`config.mk`:
```
export PLATFORM = sky130hd
export DESIGN_NAME = tpc_crc_unit
export DESIGN_NICKNAME = d
export VERILOG_FILES = /design/src/rtl/core/tpc_pkg.sv /design/src/rtl/core/tpc_crc_unit.sv
export SDC_FILE = /design/constraint.sdc
export NUM_CORES = 1
export LEC_CHECK = 0
export ABC_AREA = 1
export ABC_CLOCK_PERIOD_IN_PS = 1400
export BUFFER_PORTS_ARGS = -buffer_cell sky130_fd_sc_hd__buf_2
export CAP_MARGIN = 10
export CORE_AREA = 2 2 39 41
export CTS_CLUSTER_DIAMETER = 200
export DETAILED_ROUTE_END_ITERATION = 10
export DIE_AREA = 0 0 41 43
export GPL_ROUTABILITY_DRIVEN = 1
export PLACE_DENSITY = 0.75
export REMOVE_ABC_BUFFERS = 1
export SLEW_MARGIN = 25
export SYNTH_ARGS = -nofsm -noshare
export SYNTH_HDL_FRONTEND = slang
export SYNTH_SLANG_ARGS = --single-unit
```
`constraint.sdc`:
```
create_clock -name clk_i -period 1.4 [get_ports clk_i]
set_input_delay 0.28 -clock clk_i [delete_from_list [all_inputs] [get_ports clk_i]]
set_output_delay 0.28 -clock clk_i [all_outputs]
set_load 0.01 [all_outputs]
```
`src/rtl/core/tpc_pkg.sv`:
```
// Types, constants and CRC helpers for the packet PEC checker.
package tpc_pkg;

  localparam int unsigned MaxWords = 32;
  localparam int unsigned IdxW     = $clog2(MaxWords);
  localparam int unsigned WordCntW = 6;
  localparam int unsigned PosW     = 7;
  localparam int unsigned CfgIdxW  = 1;

  localparam logic [7:0] CrcPoly = 8'h07;
  localparam logic [7:0] CrcTop  = 8'h80;

  localparam logic [WordCntW-1:0] WordCountReset = 6'd17;
  localparam logic [7:0]          SeedReset      = 8'h15;

  // Configuration register indexes.
  localparam logic [CfgIdxW-1:0] CfgWordCount = 1'b0;
  localparam logic [CfgIdxW-1:0] CfgSeedByte  = 1'b1;

  typedef struct packed {
    logic [7:0] data_byte;
    logic       packet_start;
  } pkt_in_t;

  typedef struct packed {
    logic [15:0]     sample_value;
    logic [IdxW-1:0] sample_index;
    logic            pec_ok;
    logic [7:0]      computed_crc;
    logic            last;
  } result_t;

  // Load request into the shared CRC unit.
  typedef struct packed {
    logic       load;
    logic [7:0] value;
  } crc_ctrl_t;

  // Write port of the word buffer.
  typedef struct packed {
    logic            en;
    logic [IdxW-1:0] addr;
    logic [15:0]     data;
  } wbuf_wr_t;

  // One bit step of the MSB-first CRC-8.
  function automatic logic [7:0] crc_bit_step(logic [7:0] v);
    logic [7:0] shifted;
    shifted = {v[6:0], 1'b0};
    return ((v & CrcTop) != 8'h00) ? (shifted ^ CrcPoly) : shifted;
  endfunction

  // Full byte fold, used only for constants.
  function automatic logic [7:0] crc_fold(logic [7:0] crc, logic [7:0] b);
    logic [7:0] v;
    v = crc ^ b;
    for (int k = 0; k < 8; k++) begin
      v = crc_bit_step(v);
    end
    return v;
  endfunction

  localparam logic [7:0] CrcReset = crc_fold(8'h00, SeedReset);

  // Word count clamped to the legal range of one up to the buffer depth.
  function automatic logic [WordCntW-1:0] eff_words(logic [WordCntW-1:0] wc);
    logic [WordCntW-1:0] n;
    n = wc;
    if (n == '0) begin
      n = WordCntW'(1);
    end else if (n > WordCntW'(MaxWords)) begin
      n = WordCntW'(MaxWords);
    end
    return n;
  endfunction

endpackage

```
`src/rtl/core/tpc_crc_unit.sv`:
```
// Shared bit-serial CRC-8 unit: folds one bit per clock.
module tpc_crc_unit (
  input  logic                  clk_i,
  input  logic                  rst_ni,
  input  tpc_pkg::crc_ctrl_t    ctrl_i,
  output logic [7:0]            crc_o,
  output logic                  done_o
);

  logic [7:0] shift_q, shift_d;
  logic [2:0] cnt_q, cnt_d;
  logic       run_q, run_d;
  logic       done_q, done_d;

  // Load, then step the shift register once per clock until eight steps are done.
  always_comb begin
    shift_d = shift_q;
    cnt_d   = cnt_q;
    run_d   = run_q;
    done_d  = 1'b0;
    if (ctrl_i.load) begin
      shift_d = ctrl_i.value;
      cnt_d   = '0;
      run_d   = 1'b1;
    end else if (run_q) begin
      shift_d = tpc_pkg::crc_bit_step(shift_q);
      cnt_d   = cnt_q + 3'd1;
      if (cnt_q == 3'd7) begin
        run_d  = 1'b0;
        done_d = 1'b1;
      end
    end
  end

  always_ff @(posedge clk_i or negedge rst_ni) begin
    if (!rst_ni) begin
      cnt_q  <= '0;
      run_q  <= 1'b0;
      done_q <= 1'b0;
    end else begin
      cnt_q  <= cnt_d;
      run_q  <= run_d;
      done_q <= done_d;
    end
  end

  always_ff @(posedge clk_i) begin
    shift_q <= shift_d;
  end

  assign crc_o  = shift_q;
  assign done_o = done_q;

endmodule

```
======== After elaboration in Yosys (flattened, before gate mapping) ========
Index checks and enable logic that the tools add are counted.
operators by class
  multiplexer cells ....................... 11
  bitwise logic cells ..................... 1
  reduce and logical (&&, ||, !) cells .... 1
  equality and inequality tests ........... 1
  $add $sub $neg .......................... 1
operator list
  cell                 count
  $mux 8               2
  $mux 3               3
  $mux 1               6
  $add 3x1->3 const B  1
  $eq 3x3->1 const B   1
  $not 3->3            1
  $reduce_bool 2->1    1
word-level totals
  register bits ........................... 13
  output and inout bits ................... 9

======== Depth between registers and ports, before layout ========
Gate-level depths: netlist of the first run.
  word-level depth ........................ 4
  gate-level depth with buffers ........... 4
  mapped depth without buffers ............ 4

======== Least setup slack after synthesis of the first run ========
Ideal clock, no wire load.
  path type ............................... register to register
  from .................................... reg cnt_q[0]
  to ...................................... reg cnt_q[2]
  library setup time ...................... 0.117 ns
  data arrival time ....................... 0.939 ns
  path slack .............................. 0.344 ns
  stages on the path, launching flop included .. 5
  path through ............................ dfrtp_1 -> ha_1 -> ha_1 -> nand3_1 -> nand2_1
between the ends
  longest elaborated chain between the ends .. 3
RTL lines
  item                    RTL line            source
  start, declared         tpc_crc_unit.sv:11  logic [2:0] cnt_q, cnt_d;
  start signal, assigned  tpc_crc_unit.sv:41  cnt_q <= cnt_d;
  $add 3x1->3             tpc_crc_unit.sv:27  cnt_d = cnt_q + 3'd1;
  $mux 3                  tpc_crc_unit.sv:25  end else if (run_q) begin
  $mux 3                  tpc_crc_unit.sv:21  if (ctrl_i.load) begin
Every way passes these cells. The select of a mux whose other input is x is not followed.
A chain may end at the register's enable or synchronous reset.

======== Worst setup path in the final report of the first run ========
  from .................................... reg shift_q[7], in the netlist crc_o[7]
  to ...................................... out crc_o[7]
RTL lines
  item                    RTL line            source
  start, declared         tpc_crc_unit.sv:10  logic [7:0] shift_q, shift_d;
  start signal, assigned  tpc_crc_unit.sv:48  shift_q <= shift_d;
  end, declared           tpc_crc_unit.sv:6   output logic [7:0] crc_o,
No word-level cell between the ends.

==> impl_metrics.json, run 1 <==
{
  "clk_pin_slew_worst_paths_ns": 0.08,
  "max_stage_delay_ns": 0.43,
  "post_cts_resize_count": 0,
  "pre_cts_slack_ns": 0.184,
  "timing_worst_setup_path_type": "reg2out",
  "end_kind": "primary output",
  "p_leak_nw": 0.387,
  "wl_um": 1100,
  "fill_cells": 138,
  "ant_nets": 0,
  "rsz0062_at_grt": "no",
  "n_antenna_cell": 0,
  "regToRegEndpoint": "cnt_q[2]",
  "ioPinCount": 20,
  "port_buffers": 19,
  "grt_usage_pct": 14.4,
  "p_comb_share_pct": 14.0,
  "final_nets": 98,
  "worstHoldEndpoint": "crc_o[3]",
  "crit_chain": "buf_2",
  "r2r_setup_slack_ns": 0.26,
  "placementRows": 14,
  "dpl.hpwl_um": 783,
  "ys_seq_elements": 13,
  "synth.distinct_cells": 13,
  "grt_pass1_wl_um": 1680,
  "start_kind": "flop",
  "cts_buffers": 3,
  "fp.dieW_um": 41,
  "netlist_area_um2": 593,
  "clkPwrFrac_pct": 28.1,
  "drt-pass1-iter-count": 4,
  "core_region_area_um2": 1380,
  "routedWlPerCell_um": 11.0,
  "initial_core_util_pct": 42.9,
  "synth_area_leaders": "edfxtp_1 41%, dfrtp_1 21%, nand2_1 20%, ha_1 4.2%, nand3_1 3.4%",
  "drv_slew": 0,
  "clockBufferDepth": 2,
  "crit_arrival_ns": 0.87,
  "root_buffer": "clkbuf_4",
  "reg2reg_depth": 4,
  "numClockSinks": 13,
  "cp.buffers_inverters": 1,
  "seqPwrFrac_pct": 57.9,
  "hp-start": "ctrl_i[3]",
  "synth.avg_cell_area_um2": 9.57,
  "gr-total-overflow": 0,
  "synthCells": 62,
  "fin_setup_tns_ns": 0,
  "die_y_um": 43,
  "required_ns": 1.12,
  "switching_share_pct": 24.7,
  "final_hold_viol_count": 0,
  "max-slew-margin-rel_pct": 78.3,
  "switchingPower_w": 0.000199,
  "synth-seq-area-share_pct": 61.6,
  "max-vdd-ir-drop_mv": 0.426,
  "drive_above_1_share_pct": 29.8,
  "via_per_inst": 4.60,
  "tightestPinTransition_ns": 0.325,
  "insertion_delay_ns": 0.27,
  "final_cell_mix": "31 x nand2_1, 19 x buf_2, 8 x edfxtp_1",
  "cap_viol_max_count": 0,
  "setup_slack_ns": 0.255,
  "fin_skew_ns": 0.00395,
  "timing.rr.start": "cnt_q[0]",
  "critPathSlowestCell": "edfxtp_1",
  "area_delta_synth_final_pct": 22.4,
  "final_core_util_pct": 52.4,
  "grt_max_degree": 13,
  "yosysTopAreaCellShare_pct": 40.5,
  "fin_crit_sh_pct": 81.8,
  "post-route-min-period_ns": 1.15,
  "holdPathStages": 3,
  "htreeDepth": 1,
  "crit_path_max_fanout": 4,
  "grt_pass1_vias": 418,
  "power.density_nw_per_um2": 1110,
  "max_clock_freq_ghz": 0.873,
  "yosysWarnings": 0,
  "cts_tree": "built",
  "status": "finished, final reports clean",
  "crit_family": "flip-flops",
  "routabilityCongestion": 0.791,
  "final_common_cell": "nand2_1",
  "drc_errors": 0,
  "internal-power_w": 0.000605,
  "grt_antenna_before_repair": 0,
  "die_area_um2": 1760,
  "setup_viol": 0,
  "first_iter_violations": 2,
  "hold_class": "in2reg",
  "vias": 460,
  "synth_top_area_cell": "edfxtp_1"
}
## power by group through the flow
| stage | clock (W) | sequential, W | combinational (W) |
|---|---|---|---|
| after floorplan | 0 | 0.000484 | 0.0000440 |
| after global placement | 0 | 0.000471 | 0.000107 |
| after detailed placement | 0 | 0.000473 | 0.000111 |
| after CTS | 0.000235 | 0.000465 | 0.000114 |
| after global routing | 0.000256 | 0.000469 | 0.000130 |
| final | 0.000226 | 0.000465 | 0.000112 |
## flip-flops by register name, indices dropped and copies added (netlist names)
signal,count
cnt_q,3
run_q,1
done_o,1
crc_o,8
## cell usage after synthesis
master,number
nor2_2,1
buf_4,1
edfxtp_1,8
dfrtp_1,5
a21oi_2,1
nor2_1,1
nand3_1,4
ha_1,2
inv_2,1
inv_1,4
nand2_1,31
buf_6,1
o21ai_1,2
## metal layers
layer / GRT usage, % / share of wire, % / vias up
met5: 0 / 0 / -
met4: 10.0 / 0 / 0
met3: 1.57 / 3.5 / 0
met2: 22.5 / 52 / 15
met1: 17.5 / 45 / 203
li1: - / - / 242
## timing repair
action | 4_1_cts | 5_1_grt
hold buffers | 1 | 0
hold endpoints to repair | 5 | 0
setup buffers | 0 | 0
setup endpoints to repair | 0 | 0
## stage by stage
stage | std cells | instance area [µm²] | hold slack (ns) | total power, W
global placement | 95 | 689 | 0.0987 | 0.000578
finish | 100 | 726 | 0.273 | 0.000803
global route | 100 | 726 | 0.275 | 0.000856
CTS | 100 | 726 | 0.267 | 0.000815
floorplan | 60 | 574 | -0.0156 | 0.000528
detailed placement | 95 | 689 | 0.101 | 0.000584
## worst max path at each step
| stage | slack [ns] | endpoint | startpoint | cells past startpoint |
|---|---|---|---|---|
| after global routing | 0.18 | crc_o[6] | run_q | 2 |
| after CTS | 0.24 | crc_o[7] | crc_o[7] | 1 |
| after global placement | 0.23 | crc_o[6] | ctrl_i[8] | 3 |
| after detailed placement | 0.18 | crc_o[4] | ctrl_i[8] | 3 |
| final | 0.25 | crc_o[7] | crc_o[7] | 1 |
| after floorplan | 0.34 | cnt_q[2] | cnt_q[0] | 4 |
## cells by family (layout without fill, tap and decap cells)
kind of cell / after synthesis / after routing / share of synthesized area, %
adder cells (fa/ha/maj): 2 / 2 / 4.22
buffers and inverters: 7 / 29 / 6.33
flip-flops: 13 / 13 / 61.6
AND/OR/NAND/NOR: 37 / 37 / 24.7
AO/OA/AOI/OAI: 3 / 3 / 3.16
## area by class of cell
type	count	area (µm²)	share of cell area [%]
Clock buffer	4	26.3	3.62
Inverter	5	18.8	2.59
Multi-Input combinational cell	42	190	26.2
Sequential cell	13	365	50.3
Tap cell	16	20.0	2.76
Timing Repair Buffer	20	105	14.5
Note: power is estimated with default switching activity, not from simulation.
==> inputs of run 2 (changes only) <==
Settings changed: ABC_CLOCK_PERIOD_IN_PS 1400 to 1150.
Clock period 1.4 ns to 1.15 ns, I/O delays scaled along.
==> run 2 against run 1 <==
  * Utilization up 1.3 points
  * Highest routed layer is now met4
  * Critical path depth unchanged
  * Critical path type unchanged
  * Worst hold slack worse by 0.065 ns
  * Largest cell class unchanged
  * Clock power up 18%
==> impl_metrics.json, run 2 (synthesized netlist as in run 1, its figures left out) <==
{
  "fin_setup_tns_ns": 0,
  "grt_pass1_vias": 457,
  "grt_antenna_before_repair": 0,
  "r2r_setup_slack_ns": 0.07,
  "drc_errors": 0,
  "met2_usage_pct": 26.6,
  "power.density_nw_per_um2": 1310,
  "final_hold_viol_count": 0,
  "grt_max_degree": 12,
  "clockBufferDepth": 2,
  "critPathSlowestCell": "edfxtp_1",
  "core_region_area_um2": 1380,
  "grtUsageMet1_pct": 17.0,
  "clk_pin_slew_worst_paths_ns": 0.08,
  "initial_core_util_pct": 42.9,
  "n_antenna_cell": 0,
  "die_area_um2": 1760,
  "fp.dieW_um": 41,
  "cap_viol_max_count": 0,
  "required_ns": 0.92,
  "whs_ns": 0.208,
  "p_leak_nw": 0.395,
  "dpl.hpwl_um": 856,
  "first_iter_violations": 7,
  "drt-pass1-iter-count": 4,
  "cts_setup_buffers": 0,
  "drv_slew": 0,
  "ant_nets": 0,
  "htreeDepth": 1,
  "max-slew-margin-rel_pct": 77.6,
  "drive_above_1_share_pct": 32.6,
  "largest_reg_flops": 8,
  "final_cell_mix": "31 x nand2_1, 19 x buf_2, 8 x edfxtp_1",
  "post-route-min-period_ns": 1.09,
  "fill_cells": 135,
  "fin_crit_sh_pct": 94.5,
  "die_y_um": 43,
  "final_common_cell": "nand2_1",
  "cts_tree": "built",
  "root_buffer": "clkbuf_4",
  "grt_pass1_wl_um": 1810,
  "crit_family": "flip-flops",
  "crit_path_max_fanout": 4,
  "grt_usage_pct": 15.3,
  "hold_class": "in2reg",
  "top_usage_layer": "met2",
  "max_stage_delay_ns": 0.43,
  "cp.buffers_inverters": 1,
  "timing_worst_setup_path_type": "reg2out",
  "crit_arrival_ns": 0.86,
  "rsz0062_at_grt": "no",
  "fin_skew_ns": 0.00564,
  "final_nets": 100,
  "use_met3_pct": 1.57,
  "cts_buffers": 3,
  "routedWlPerCell_um": 11.1,
  "placementRows": 14,
  "routabilityCongestion": 0.697,
  "numClockSinks": 13,
  "tightestPinTransition_ns": 0.336,
  "vias": 470,
  "status": "finished, final reports clean",
  "crit_chain": "buf_2",
  "via_per_inst": 4.61,
  "gr-total-overflow": 0,
  "area_delta_synth_final_pct": 25.3,
  "ioPinCount": 20,
  "end_kind": "primary output",
  "wl_um": 1130,
  "setup_viol": 0,
  "insertion_delay_ns": 0.26,
  "start_kind": "flop",
  "port_buffers": 19,
  "max-vdd-ir-drop_mv": 0.578,
  "max_clock_freq_ghz": 0.920
}
run 2: timing repair:
action	in CTS	in global routing
endpoints found under the setup margin	0	1
hold buffers	1	0
gates resized for setup	0	1
endpoints found under the hold margin	5	0
run 2: final timing paths:
check	to	cells after the start	start
hold / removal	done_o	2	ctrl_i[8]
max in group asynchronous	cnt_q[1]	2	rst_ni
setup / recovery	crc_o[7]	1	crc_o[7]
setup reg to reg	crc_o[0]	2	run_q
hold reg to reg	cnt_q[1]	2	cnt_q[1]
min in group asynchronous	cnt_q[2]	2	rst_ni
run 2: metrics by stage:
step	worst slack (ns)	cell area (µm²)	instances	util (%)	power, W
floorplan	0.0942	574	60	-	0.000643
global placement	0.0853	704	97	50.9	0.000706
detailed placement	0.0604	704	97	50.9	0.000714
CTS	0.0499	741	102	53.5	0.000989
global route	0.00330	743	102	53.7	0.00104
finish	0.0634	743	102	53.7	0.000975
run 2: area by class of cell:
type | count | area [µm²] | area share (%)
repair buffers | 22 | 120 | 16.2
flip-flops and latches | 13 | 365 | 49.2
clock buffers | 4 | 26.3 | 3.54
inverters | 5 | 18.8 | 2.53
well taps | 16 | 20.0 | 2.69
multi-input cells | 42 | 193 | 25.9
run 2: metal layers:
metal  routed length, µm  share of wire, %
met1                 493                44
met2                 594                52
met3                  30               2.7
met4                  14               1.2
met5                   0                 0
run 2: power breakdown:
part | switching [W] | total [W] | internal, W
sequential | 0.0000244 | 0.000566 | 0.000542
clock | 0.000133 | 0.000267 | 0.000134
combinational | 0.0000791 | 0.000142 | 0.0000632
